--- src/hw/rtl/lprp_pkg.sv ---
// lprp_pkg: shared types and constants of the length-prefixed record parser
// used by the front classifier, the request queue and the back parser
package lprp_pkg;

   // ascii codes seen by the classifier
   localparam logic [7:0] ASCII_ZERO  = 8'h30;
   localparam logic [7:0] ASCII_NINE  = 8'h39;
   localparam logic [7:0] ASCII_SPACE = 8'h20;
   localparam logic [7:0] ASCII_TAB   = 8'h09;
   localparam logic [7:0] ASCII_CR    = 8'h0D;
   localparam logic [7:0] ASCII_MINUS = 8'h2D;
   localparam logic [7:0] ASCII_PLUS  = 8'h2B;

   // parser limits
   localparam logic [1:0]  HEADER_DIGITS    = 2'd3;
   localparam logic [2:0]  ID_FIELD         = 3'd4;
   localparam logic [2:0]  READ_LAST_FIELD  = 3'd4;
   localparam logic [2:0]  WRITE_LAST_FIELD = 3'd5;
   localparam logic [30:0] ID_MAX           = 31'h7FFF_FFFF;
   localparam logic [15:0] COUNT_MAX        = 16'hFFFF;

   // request queue depth default
   localparam int DEFAULT_QUEUE_DEPTH = 2;

   // kind of a result byte
   typedef enum logic [1:0] {
      KIND_LENGTH  = 2'd0,
      KIND_PAYLOAD = 2'd1,
      KIND_IGNORED = 2'd2
   } byte_kind_type;

   // progress of the parameter id field
   typedef enum logic [1:0] {
      ID_NONE   = 2'd0,
      ID_DIGITS = 2'd1,
      ID_DONE   = 2'd2,
      ID_NEG    = 2'd3
   } id_state_type;

   // classified request as it travels from front to back
   typedef struct packed {
      logic       start;
      logic [7:0] data;
      logic       is_digit;
      logic [3:0] digit_val;
      logic       is_space;
      logic       is_minus;
      logic       is_plus;
   } entry_type;

endpackage

--- src/hw/rtl/lprp_front.sv ---
// lprp_front: takes requests from the input channel and classifies each byte
// depends on lprp_pkg for the entry type and ascii codes
module lprp_front (
   input  logic               req_tvalid,
   output logic               req_tready,
   input  logic [7:0]         req_tdata,
   input  logic               req_tuser,
   input  logic               queue_ready,
   output logic               queue_push,
   output lprp_pkg::entry_type queue_entry
);
   import lprp_pkg::*;

   logic [7:0] sub_zero;

   // handshake follows queue space
   assign req_tready = queue_ready;
   assign queue_push = req_tvalid & queue_ready;

   // byte classification
   assign sub_zero = req_tdata - ASCII_ZERO;

   always_comb begin
      queue_entry.start     = req_tuser;
      queue_entry.data      = req_tdata;
      queue_entry.is_digit  = (req_tdata >= ASCII_ZERO) && (req_tdata <= ASCII_NINE);
      queue_entry.digit_val = sub_zero[3:0];
      queue_entry.is_space  = (req_tdata == ASCII_SPACE) ||
                              ((req_tdata >= ASCII_TAB) && (req_tdata <= ASCII_CR));
      queue_entry.is_minus  = (req_tdata == ASCII_MINUS);
      queue_entry.is_plus   = (req_tdata == ASCII_PLUS);
   end

endmodule

--- src/hw/rtl/lprp_queue.sv ---
// lprp_queue: short fifo of classified requests between front and back
// depends on lprp_pkg for the entry type
module lprp_queue #(
   parameter int QUEUE_DEPTH = lprp_pkg::DEFAULT_QUEUE_DEPTH
) (
   input  logic                clock,
   input  logic                reset,
   input  logic                push,
   input  lprp_pkg::entry_type push_entry,
   output logic                push_ready,
   output logic                pop_valid,
   input  logic                pop,
   output lprp_pkg::entry_type pop_entry
);
   import lprp_pkg::*;

   localparam int PTR_W = (QUEUE_DEPTH > 1) ? $clog2(QUEUE_DEPTH) : 1;
   localparam int CNT_W = $clog2(QUEUE_DEPTH + 1);
   localparam logic [PTR_W-1:0] LAST_PTR = PTR_W'(QUEUE_DEPTH - 1);
   localparam logic [CNT_W-1:0] FULL_CNT = CNT_W'(QUEUE_DEPTH);

   entry_type        slot_ff [QUEUE_DEPTH];
   logic [PTR_W-1:0] wr_ptr_ff, wr_ptr_in;
   logic [PTR_W-1:0] rd_ptr_ff, rd_ptr_in;
   logic [CNT_W-1:0] count_ff, count_in;
   logic             do_push, do_pop;

   assign push_ready = (count_ff != FULL_CNT);
   assign pop_valid  = (count_ff != '0);
   assign do_push    = push & push_ready;
   assign do_pop     = pop & pop_valid;
   assign pop_entry  = slot_ff[rd_ptr_ff];

   // pointer and fill count update
   always_comb begin
      wr_ptr_in = wr_ptr_ff;
      rd_ptr_in = rd_ptr_ff;
      count_in  = count_ff;
      if (do_push) begin
         wr_ptr_in = (wr_ptr_ff == LAST_PTR) ? '0 : wr_ptr_ff + 1'b1;
      end
      if (do_pop) begin
         rd_ptr_in = (rd_ptr_ff == LAST_PTR) ? '0 : rd_ptr_ff + 1'b1;
      end
      if (do_push && !do_pop) begin
         count_in = count_ff + 1'b1;
      end else if (do_pop && !do_push) begin
         count_in = count_ff - 1'b1;
      end
   end

   always_ff @(posedge clock) begin
      if (reset) begin
         wr_ptr_ff <= '0;
         rd_ptr_ff <= '0;
         count_ff  <= '0;
      end else begin
         wr_ptr_ff <= wr_ptr_in;
         rd_ptr_ff <= rd_ptr_in;
         count_ff  <= count_in;
      end
   end

   // storage, no reset needed
   always_ff @(posedge clock) begin
      if (do_push) begin
         slot_ff[wr_ptr_ff] <= push_entry;
      end
   end

endmodule

--- src/hw/rtl/lprp_back.sv ---
// lprp_back: parser state, mode register and result output register
// depends on lprp_pkg for types and parser constants
module lprp_back (
   input  logic                clock,
   input  logic                reset,
   input  logic                csr_valid,
   input  logic                csr_data,
   input  logic                entry_valid,
   input  lprp_pkg::entry_type entry,
   output logic                entry_pop,
   output logic                rsp_tvalid,
   input  logic                rsp_tready,
   output logic [63:0]         rsp_tdata,
   output logic [1:0]          rsp_tuser,
   output logic                rsp_tlast
);
   import lprp_pkg::*;

   // mode register
   logic read_mode_ff;

   // parser state
   logic         in_payload_ff, in_payload_in;
   logic [1:0]   hdr_seen_ff, hdr_seen_in;
   logic [9:0]   length_left_ff, length_left_in;
   logic [2:0]   field_pos_ff, field_pos_in;
   logic [15:0]  rec_count_ff, rec_count_in;
   logic [30:0]  id_acc_ff, id_acc_in;
   id_state_type id_state_ff, id_state_in;
   logic         halted_ff, halted_in;

   // result register
   logic          out_valid_ff;
   byte_kind_type kind_ff, kind_in;
   logic [7:0]    pay_ff, pay_in;
   logic [2:0]    fnum_ff, fnum_in;
   logic          fend_ff, fend_in;
   logic          rend_ff, rend_in;
   logic          stop_ff, stop_in;
   logic [30:0]   pid_ff, pid_in;

   logic        finish;
   logic        id_field;
   logic [2:0]  last_field;
   logic [34:0] id_mul;
   logic [9:0]  len_mul;
   logic [30:0] count_plus;

   assign entry_pop = entry_valid & (~out_valid_ff | rsp_tready);

   // mode register; the user must write it only while idle, the block itself does not enforce this
   always_ff @(posedge clock) begin
      if (reset) begin
         read_mode_ff <= 1'b1;
      end else if (csr_valid) begin
         read_mode_ff <= csr_data;
      end
   end

   // next parser state and result for the entry at the head of the queue
   always_comb begin
      in_payload_in  = entry.start ? 1'b0 : in_payload_ff;
      hdr_seen_in    = entry.start ? '0 : hdr_seen_ff;
      length_left_in = entry.start ? '0 : length_left_ff;
      field_pos_in   = entry.start ? '0 : field_pos_ff;
      rec_count_in   = entry.start ? '0 : rec_count_ff;
      id_acc_in      = entry.start ? '0 : id_acc_ff;
      id_state_in    = entry.start ? ID_NONE : id_state_ff;
      halted_in      = entry.start ? 1'b0 : halted_ff;

      kind_in    = KIND_IGNORED;
      pay_in     = '0;
      fnum_in    = field_pos_in;
      fend_in    = 1'b0;
      rend_in    = 1'b0;
      stop_in    = 1'b0;
      pid_in     = '0;
      finish     = 1'b0;
      id_field   = read_mode_ff && (field_pos_in >= ID_FIELD);
      last_field = read_mode_ff ? READ_LAST_FIELD : WRITE_LAST_FIELD;
      len_mul    = 10'({length_left_in, 3'b000}) + 10'({length_left_in, 1'b0});
      id_mul     = {1'b0, id_acc_in, 3'b000} + {3'b000, id_acc_in, 1'b0}
                   + {31'd0, entry.digit_val};
      count_plus = {15'd0, rec_count_in} + 31'd1;

      // length header or payload byte
      if (!halted_in) begin
         if (!in_payload_in) begin
            if (!entry.is_digit) begin
               halted_in = 1'b1;
               stop_in   = 1'b1;
            end else begin
               kind_in        = KIND_LENGTH;
               length_left_in = len_mul + {6'd0, entry.digit_val};
               hdr_seen_in    = hdr_seen_in + 1'b1;
               if (hdr_seen_in == HEADER_DIGITS) begin
                  hdr_seen_in = '0;
                  if (length_left_in == '0) begin
                     finish = 1'b1;
                  end else begin
                     in_payload_in = 1'b1;
                  end
               end
            end
         end else begin
            kind_in = KIND_PAYLOAD;
            pay_in  = entry.data;
            // id field digits, c-style decimal scan
            if (id_field) begin
               priority if (id_state_in == ID_NONE) begin
                  priority if (entry.is_space) begin
                     id_state_in = ID_NONE;
                  end else if (entry.is_minus) begin
                     id_state_in = ID_NEG;
                  end else if (entry.is_plus) begin
                     id_state_in = ID_DIGITS;
                     id_acc_in   = '0;
                  end else if (entry.is_digit) begin
                     id_state_in = ID_DIGITS;
                     id_acc_in   = {27'd0, entry.digit_val};
                  end else begin
                     id_state_in = ID_DONE;
                  end
               end else if (id_state_in == ID_DIGITS) begin
                  if (entry.is_digit) begin
                     id_acc_in = (id_mul > {4'd0, ID_MAX}) ? ID_MAX : id_mul[30:0];
                  end else begin
                     id_state_in = ID_DONE;
                  end
               end else begin
                  id_state_in = id_state_in;
               end
            end
            if (length_left_in != '0) begin
               length_left_in = length_left_in - 1'b1;
            end
            if (length_left_in == '0) begin
               in_payload_in = 1'b0;
               finish        = 1'b1;
            end
         end
      end

      // field completion, record completion or bad id
      if (finish) begin
         fend_in = 1'b1;
         if (id_field && ((id_state_in == ID_NEG) || (id_acc_in == '0))) begin
            halted_in = 1'b1;
            stop_in   = 1'b1;
         end else begin
            if (field_pos_in >= last_field) begin
               pid_in  = read_mode_ff ? id_acc_in : count_plus;
               rend_in = 1'b1;
               if (rec_count_in != COUNT_MAX) begin
                  rec_count_in = rec_count_in + 1'b1;
               end
               field_pos_in = '0;
            end else begin
               field_pos_in = field_pos_in + 1'b1;
            end
            id_acc_in   = '0;
            id_state_in = ID_NONE;
         end
      end
   end

   // parser state registers
   always_ff @(posedge clock) begin
      if (reset) begin
         in_payload_ff  <= 1'b0;
         hdr_seen_ff    <= '0;
         length_left_ff <= '0;
         field_pos_ff   <= '0;
         rec_count_ff   <= '0;
         id_acc_ff      <= '0;
         id_state_ff    <= ID_NONE;
         halted_ff      <= 1'b0;
      end else if (entry_pop) begin
         in_payload_ff  <= in_payload_in;
         hdr_seen_ff    <= hdr_seen_in;
         length_left_ff <= length_left_in;
         field_pos_ff   <= field_pos_in;
         rec_count_ff   <= rec_count_in;
         id_acc_ff      <= id_acc_in;
         id_state_ff    <= id_state_in;
         halted_ff      <= halted_in;
      end
   end

   // result valid
   always_ff @(posedge clock) begin
      if (reset) begin
         out_valid_ff <= 1'b0;
      end else if (entry_pop) begin
         out_valid_ff <= 1'b1;
      end else if (rsp_tready) begin
         out_valid_ff <= 1'b0;
      end
   end

   // result payload
   always_ff @(posedge clock) begin
      if (entry_pop) begin
         kind_ff <= kind_in;
         pay_ff  <= pay_in;
         fnum_ff <= fnum_in;
         fend_ff <= fend_in;
         rend_ff <= rend_in;
         stop_ff <= stop_in;
         pid_ff  <= pid_in;
      end
   end

   assign rsp_tvalid = out_valid_ff;
   assign rsp_tuser  = kind_ff;
   assign rsp_tlast  = rend_ff;
   assign rsp_tdata  = {4'd0, pid_ff, rec_count_ff, stop_ff, fend_ff, fnum_ff, pay_ff};

endmodule

--- src/hw/rtl/length_prefixed_record_parser.sv ---
// length_prefixed_record_parser: top level of the record parser
// depends on lprp_pkg, lprp_front, lprp_queue and lprp_back
//
// Usage: requests arrive one byte each on the req_ channel; req_tuser set marks
// the first byte of a new request and clears all parser state and the record
// count. Every accepted request gives exactly one result on the rsp_ channel,
// in order, telling whether the byte was a length digit, a payload byte or
// ignored, with field and record boundaries, stop flag, record count and, at
// a record end (rsp_tlast), the parameter id (in write mode, the record count plus one).
// The csr_ channel writes read_mode (1 read, five fields; 0 write, six
// fields); it is always ready and is meant to be written while idle.
// Path: each request is stored in the request queue (two entries by default),
// then the parser stage registers its result in the result register.
// Throughput: one request per cycle while rsp_tready stays high, as the parser
// updates header counter, length counter and id multiply-accumulate together.
// Reset: synchronous; parser state, count and queue clear, read_mode goes to 1.
// Stall: when rsp_tready is low the result register holds, the parser stops
// and the queue fills; req_tready falls once the queue is full.
module length_prefixed_record_parser #(
   parameter int QUEUE_DEPTH = lprp_pkg::DEFAULT_QUEUE_DEPTH
) (
   input  logic        clock,
   input  logic        reset,
   // config write channel
   input  logic        csr_valid,
   output logic        csr_ready,
   input  logic        csr_data,      // read_mode
   // request channel
   input  logic        req_tvalid,
   output logic        req_tready,
   input  logic [7:0]  req_tdata,     // [7:0] data_byte
   input  logic        req_tuser,     // [0] start_of_request
   // result channel
   output logic        rsp_tvalid,
   input  logic        rsp_tready,
   output logic [63:0] rsp_tdata,     // [7:0] payload_byte, [10:8] field_number,
                                      // [11] field_end, [12] stop_here,
                                      // [28:13] records_done, [59:29] parameter_id
   output logic [1:0]  rsp_tuser,     // [1:0] byte_kind
   output logic        rsp_tlast      // record_end
);
   import lprp_pkg::*;

   logic      queue_ready;
   logic      queue_push;
   entry_type push_entry;
   logic      head_valid;
   logic      head_pop;
   entry_type head_entry;

   assign csr_ready = 1'b1;

   // byte classification
   lprp_front u_front (
      .req_tvalid  (req_tvalid),
      .req_tready  (req_tready),
      .req_tdata   (req_tdata),
      .req_tuser   (req_tuser),
      .queue_ready (queue_ready),
      .queue_push  (queue_push),
      .queue_entry (push_entry)
   );

   // request queue between front and back
   lprp_queue #(
      .QUEUE_DEPTH (QUEUE_DEPTH)
   ) u_queue (
      .clock      (clock),
      .reset      (reset),
      .push       (queue_push),
      .push_entry (push_entry),
      .push_ready (queue_ready),
      .pop_valid  (head_valid),
      .pop        (head_pop),
      .pop_entry  (head_entry)
   );

   // parser and result register
   lprp_back u_back (
      .clock       (clock),
      .reset       (reset),
      .csr_valid   (csr_valid),
      .csr_data    (csr_data),
      .entry_valid (head_valid),
      .entry       (head_entry),
      .entry_pop   (head_pop),
      .rsp_tvalid  (rsp_tvalid),
      .rsp_tready  (rsp_tready),
      .rsp_tdata   (rsp_tdata),
      .rsp_tuser   (rsp_tuser),
      .rsp_tlast   (rsp_tlast)
   );

endmodule

--- config.mk ---
export PLATFORM = sky130hd
export DESIGN_NAME = length_prefixed_record_parser
export DESIGN_NICKNAME = d
export VERILOG_FILES = /design/src/hw/rtl/lprp_pkg.sv /design/src/hw/rtl/lprp_front.sv /design/src/hw/rtl/lprp_queue.sv /design/src/hw/rtl/lprp_back.sv /design/src/hw/rtl/length_prefixed_record_parser.sv
export SDC_FILE = /design/constraint.sdc
export NUM_CORES = 1
export LEC_CHECK = 0
export ABC_AREA = 0
export BUFFER_PORTS_ARGS = -buffer_cell sky130_fd_sc_hd__buf_2
export CAP_MARGIN = 10
export CORE_ASPECT_RATIO = 0.6
export CORE_MARGIN = 2
export CORE_UTILIZATION = 60
export DETAILED_ROUTE_END_ITERATION = 10
export GPL_TIMING_DRIVEN = 0
export PLACE_DENSITY = 0.79
export SETUP_SLACK_MARGIN = 0.5
export SYNTH_ARGS = -nofsm -noshare
export SYNTH_HDL_FRONTEND = slang
export SYNTH_HIERARCHICAL = 1
export SYNTH_SLANG_ARGS = --single-unit
--- constraint.sdc ---
create_clock -name clock -period 7.5 [get_ports clock]
set_input_delay 0.75 -clock clock [delete_from_list [all_inputs] [get_ports clock]]
set_output_delay 0.75 -clock clock [all_outputs]
set_load 0.005 [all_outputs]
### After elaboration in Yosys (flattened, before gate mapping)

Memories as Yosys holds them, arrays and structs flattened. A register that Yosys moved wholly into a read port is not among the register bits.
Index checks and enable logic that the tools add are counted.

* add/sub/neg operators: 14
* $lt $le $gt $ge: 7
* equality and inequality tests: 8
* muxes and demuxes: 86
* bitwise logic cells: 9
* reduce and logical (&&, ||, !) cells: 21

Operators with widths (number)
* $mux 31: 15
* $mux 16: 5
* $mux 10: 7
* $mux 2: 22
* $add 34x32->35: 1
* $add 35x4->35: 1
* $gt 35x31->1 const B: 1
* $mux 1: 33
* $logic_not 31->1: 1
* $eq 8x6->1 const B: 3
* $logic_not 10->1: 2
* $add 16x1->17 const B: 1
* $add 16x1->16 const B: 1
* $ne 16x16->1 const B: 1
* $mux 3: 4
* $add 10x10->10: 1
* $add 10x4->10: 1
* $reduce_bool 10->1: 1
* $sub 10x1->10 const B: 1
* $ge 8x4->1 const B: 1
* $ge 8x6->1 const B: 1
* $le 8x4->1 const B: 1
* $le 8x6->1 const B: 1
* $logic_and 1x1->1: 6
* other kinds (19): 33

* register bits: 119
* bits in writable memories: 34
* output and inout port bits: 70
* logic and storage cells: 166
* memories kept: 1

Memory list
* u_queue.slot_ff: words 2, width 17, rd ports 1, clocked after Yosys merged registers in 1, wr ports 1, RTL line lprp_queue.sv:22 `entry_type slot_ff [QUEUE_DEPTH];`

### Logic depth before layout (Yosys ltp)

* depth after elaboration: 16
* mapped depth: 28

### Modules after synthesis

Netlist, hierarchy kept.

By module, submodules not included
* lprp_back: times used 1, cells an instance 1307, area each 10415.0 sq um
* lprp_queue: times used 1, cells an instance 77, area each 1447.6 sq um
* lprp_front: times used 1, cells an instance 28, area each 222.7 sq um
* length_prefixed_record_parser: times used 1, cells an instance 2, area each 11.3 sq um

### Least setup slack after synthesis

Ideal clock, no wire load.

* path type: reg2reg
* start: register with a tool-made name
* end: register u_back.pid_ff[22], data pin
* library setup time: 0.255 ns
* arrival time: 6.483 ns
* setup slack: 0.762 ns
* stages on the path, launching flop included: 29
* buffers on the path: 11
* clock period less this slack: 6.738 ns
* path through: dfxtp_1 > buf_2 > mux2_2 > buf_4 > clkbuf_1 > buf_1 > buf_1 > clkbuf_1 > buf_1 > clkbuf_1 > nor2b_1 > ha_1 > ha_1 > clkbuf_1 > nand2_1 > nor2_1 > nand3_1 > a2111oi_0 > a211oi_1 > xnor2_1 > or4_1 > buf_2 > o211ai_1 > nor4b_2 > a21oi_2 > nand3_2 > inv_2 > buf_2 > and3_1

RTL lines
* to (signal assigned): RTL line lprp_back.sv:210 `pid_ff <= pid_in;`
* to (decl): RTL line lprp_back.sv:40 `logic [30:0] pid_ff, pid_in;`

==> metrics.txt <==
# TYPE chip_impl_metric gauge
chip_impl_metric{name="p_switching",unit="mW"} 1.398
chip_impl_metric{name="global_route_wire_length_before_repair",unit="um"} 63400
chip_impl_info{name="run_status",value="finished, final reports clean"} 1
chip_impl_metric{name="worst_hold_slack",unit="ns"} 0.4727
chip_impl_metric{name="numPortBuffers",unit=""} 78
chip_impl_info{name="cp_common_cell",value="nand2_1"} 1
chip_impl_metric{name="async_reset_ff_frac",unit=""} 0
chip_impl_metric{name="maxCapViolations",unit=""} 0
chip_impl_metric{name="fp-row-count",unit=""} 40
chip_impl_metric{name="postRouteAntennaNets",unit=""} 0
chip_impl_metric{name="grt.total_usage",unit=""} 0.3887
chip_impl_metric{name="power_report.internal_total",unit="mW"} 2.036
chip_impl_metric{name="top_ports",unit=""} 85
chip_impl_metric{name="total_leakage_power",unit="nW"} 5.570
chip_impl_metric{name="power.clock.fraction",unit=""} 0.255
chip_impl_metric{name="met2RoutedLength",unit="um"} 16750
chip_impl_metric{name="max_freq",unit="MHz"} 147.9
chip_impl_info{name="timing.critical_path.to_type",value="flop"} 1
chip_impl_metric{name="dr_total_vias",unit=""} 12291
chip_impl_metric{name="power.sequential.fraction",unit=""} 0.336
chip_impl_metric{name="floorplan.die_area",unit="um^2"} 21350
chip_impl_metric{name="die_w",unit="um"} 187.3
chip_impl_metric{name="detail_route.first_pass.iterations",unit=""} 8
chip_impl_metric{name="cts_made_buffers",unit=""} 17
chip_impl_metric{name="detailroute.wirelength.met3",unit="um"} 6069
chip_impl_metric{name="power.density",unit="nW/um^2"} 249.6
chip_impl_metric{name="synth.avg_cell_area",unit="um^2"} 8.555
chip_impl_metric{name="worst_slew_margin_rel",unit=""} 0.2127
chip_impl_metric{name="number_of_enable_flip_flop_cells_after_synthesis",unit=""} 81
chip_impl_metric{name="finalSetupViolations",unit=""} 0
chip_impl_info{name="largest_cells_by_area_after_synthesis",value="edfxtp_1 (20%), dfxtp_1 (12%), ha_1 (8.3%)"} 1
chip_impl_metric{name="core_region_area",unit="um^2"} 19870
chip_impl_metric{name="pin_count_of_the_biggest_net_entering_global_routing",unit=""} 58
chip_impl_info{name="grt_setup_unrepaired",value="false"} 1
chip_impl_metric{name="fillerInstances",unit=""} 1632
chip_impl_info{name="worst_path_cell_trace",value="clkbuf_4 > mux2_2 > buf_6 > inv_1 > clkbuf_2 > clkbuf_2 > nand2_1 > inv_1 > ha_1 > ha_1 > fa_1 > a21o_1 > a21oi_1 > xnor2_1 > or4_1 > nor3_1 > nand2_1 > o2bb2ai_4 > and3_1 > nand2_1 > nor3_2 > a32o_1"} 1
chip_impl_metric{name="critical_path_required",unit="ns"} 7.88
chip_impl_metric{name="route.detailed.wl_per_inst",unit="um"} 23.10
chip_impl_metric{name="post-route-period-util",unit=""} 0.9015
chip_impl_metric{name="remaining_design_rule_violation_count",unit=""} 0
chip_impl_info{name="min-delay-path-class",value="reg -> reg"} 1
chip_impl_metric{name="syn_to_final_growth",unit="%"} 13.76
chip_impl_metric{name="per_cell_via_count_in_the_routed_design",unit=""} 6.794
chip_impl_metric{name="die_boundary_height",unit="um"} 114.0
chip_impl_info{name="critical_path.startpoint_type",value="flop"} 1
chip_impl_metric{name="clock-skew-final",unit="ns"} 0.009799
chip_impl_metric{name="comb_power_share",unit=""} 0.409
chip_impl_metric{name="pre_cts_ws",unit="ns"} -2.213
chip_impl_info{name="routed.top_layer",value="met5"} 1
chip_impl_metric{name="met1_length",unit="um"} 18010
chip_impl_metric{name="clkSinkCount",unit=""} 154
chip_impl_metric{name="globalRouteOverflowTotal",unit=""} 0
chip_impl_info{name="synth_ff_type",value="edfxtp_1"} 1
chip_impl_metric{name="antenna_violations_before_repair",unit=""} 0
chip_impl_metric{name="slowest_delay",unit="ns"} 0.58
chip_impl_metric{name="final.setup.worst_slack",unit="ns"} 0.7385
chip_impl_metric{name="worst_slew_pin_slew",unit="ns"} 1.169
chip_impl_metric{name="irDropWorstVdd",unit="uV"} 248.4
chip_impl_metric{name="postCtsHoldBufs",unit=""} 0
chip_impl_metric{name="post-route-min-period",unit="ns"} 6.761
chip_impl_metric{name="dp_cells",unit=""} 1770
chip_impl_info{name="worst-setup-path-type",value="reg -> reg"} 1
chip_impl_info{name="crit_path_top_delay_cell",value="nor3_2"} 1
chip_impl_metric{name="synthesized_area",unit="um^2"} 12100
chip_impl_metric{name="synth-seq-cells",unit=""} 154
chip_impl_metric{name="synth_seq_area_share",unit=""} 0.3219
chip_impl_metric{name="grt_pass1_vias",unit=""} 11084
chip_impl_metric{name="worst-path-max-fanout",unit=""} 10
chip_impl_metric{name="worstPathArrival",unit="ns"} 7.14
chip_impl_info{name="cts_root_buf",value="clkbuf_16"} 1
chip_impl_info{name="most-common-layout-cells",value="nor2_1 (127), a21oi_1 (123), nand2_1 (101), buf_2 (89), o21ai_0 (83)"} 1
chip_impl_metric{name="place_hpwl",unit="um"} 32080
chip_impl_metric{name="drive_above_1_share",unit=""} 0.1693
chip_impl_info{name="tritoncts_clock_tree",value="yes"} 1
chip_impl_metric{name="clk_transition_reported_paths",unit="ns"} 0.07
chip_impl_metric{name="synth_cell_type_count",unit=""} 103
chip_impl_metric{name="layout.nets",unit=""} 1621
chip_impl_metric{name="post_synth_inst_count",unit=""} 1414
chip_impl_metric{name="sw_frac_of_total",unit=""} 0.4070
chip_impl_metric{name="start_util",unit=""} 0.6088
chip_impl_metric{name="reg2reg_slack",unit="ns"} 0.74
chip_impl_metric{name="hold_violations",unit=""} 0
chip_impl_metric{name="routed_wl",unit="um"} 41780
chip_impl_metric{name="worst_skew_pair.late_latency",unit="ns"} 0.44
chip_impl_metric{name="ctsHtreeMaxLevel",unit=""} 4
chip_impl_info{name="final_common_cell",value="nor2_1"} 1
chip_impl_metric{name="synth_top_area_share",unit=""} 0.2011
chip_impl_metric{name="max_buffers_root_to_sink",unit=""} 2
chip_impl_metric{name="power_total",unit="mW"} 3.434
chip_impl_metric{name="slew_viol_final",unit=""} 0
chip_impl_metric{name="ys.warnings.count",unit=""} 6
chip_impl_metric{name="gp_routability_congestion",unit=""} 1.061
chip_impl_metric{name="layout.cells.non_filler",unit=""} 1809
chip_impl_metric{name="antenna_cells",unit=""} 0
chip_impl_info{name="synth_largest_area_cell",value="edfxtp_1"} 1
chip_impl_metric{name="detailedRoute.firstIterationViolations",unit=""} 2230
[Yosys cell counts, drive strengths merged, types with 17 or more instances]
cell type	n
a211oi	24
a21o	20
a21oi	129
a22o	27
and2	23
and3	29
buf	45
clkbuf	54
dfxtp	73
edfxtp	81
ha	80
inv	31
mux2	19
nand2	103
nand3	34
nand4	19
nor2	128
nor2b	52
nor3	37
nor4	17
o211ai	17
o21a	17
o21ai	94
xnor2	27
xor2	17
[final cells by class]
| class | instances | area [um^2] | area share |
|---|---|---|---|
| multi-input cells | 1131 | 7760 | 0.5639 |
| flip-flops and latches | 154 | 3894 | 0.2830 |
| plain buffers | 99 | 566.8 | 0.04119 |
| repair buffers | 87 | 471.7 | 0.03428 |
| clock buffers | 18 | 450.4 | 0.03273 |
| well taps | 273 | 341.6 | 0.02482 |
| clock inverters | 14 | 152.6 | 0.01109 |
| inverters | 33 | 123.9 | 0.009002 |
[worst max-delay path, delay by kind of cell, from the launching register on]
family / cells / cell delay, ns
and+or+nand+nor: 7 / 2.17
DFF: 1 / 0.35
muxes: 1 / 0.41
buffers and inverters: 6 / 1.59
adders and majority gates: 3 / 0.88
xor gates and xnor gates: 1 / 0.14
AOI/OAI and AO/OA: 4 / 1.14
[sequential cells by signal, indices dropped and copies added, names as in the netlist, 2 cells and up, named ones only]
name	count
u_back/pay_ff	8
u_back/id_state_ff	2
u_back/hdr_seen_ff	2
u_back/rec_count_ff	16
u_queue/slot_ff	34
u_queue/count_ff	2
u_back/rsp_tuser	2
u_back/fnum_ff	3
u_back/pid_ff	31
u_back/id_acc_ff	31
u_back/field_pos_ff	3
u_back/length_left_ff	10
[routing by layer]
metal  global-route usage  up-vias
met1               0.5608     5843
li1                     -     5517
met4               0.1180        2
met3               0.1403      105
met5              0.02036        -
met2               0.5368      824
[repair_timing]
action | CTS | global route
pin swaps | 4 | 3
gates resized for setup | 34 | 25
setup endpoints to repair | 86 | 86
buffers inserted | 3 | 3
[power groups by stage]
stage | sequential, mW | combinational [mW] | clock [mW]
finish | 1.15 | 1.40 | 0.876
detailed placement | 1.17 | 1.29 | 0
floorplan | 1.17 | 0.846 | 0
CTS | 1.15 | 1.32 | 0.881
global route | 1.17 | 1.49 | 0.916
global placement | 1.18 | 1.27 | 0
[through the flow]
stage	area (um^2)	TNS, ns	utilization
floorplan	12110	0	-
global placement	12840	-188.19	0.6462
detailed placement	12870	-170.99	0.6477
CTS	13640	0	0.6864
global route	13760	0	0.6926
finish	13760	0	0.6926
[cell families after synthesis]
logic type	count (synthesis)	synth area share
multiplexers	24	0.02183
AO/OA/AOI/OAI	449	0.2508
flip-flops	154	0.3219
AND/OR/NAND/NOR	526	0.2328
buffers and inverters	132	0.05244
XOR/XNOR	44	0.03186
other	2	0.0006208
adder cells (fa/ha/maj)	83	0.08771
[path summary, 6_finish.rpt]
| kind | start | to | depth (start not counted) |
|---|---|---|---|
| min | u_back/id_acc_ff[7] | u_back/id_acc_ff[7] | 2 |
| max | flop | u_back/rec_count_ff[7] | 22 |
| max reg2reg | flop | u_back/rec_count_ff[7] | 22 |
| min reg2reg | u_back/id_acc_ff[7] | u_back/id_acc_ff[7] | 2 |
Note: power is estimated with default switching activity, not from simulation.
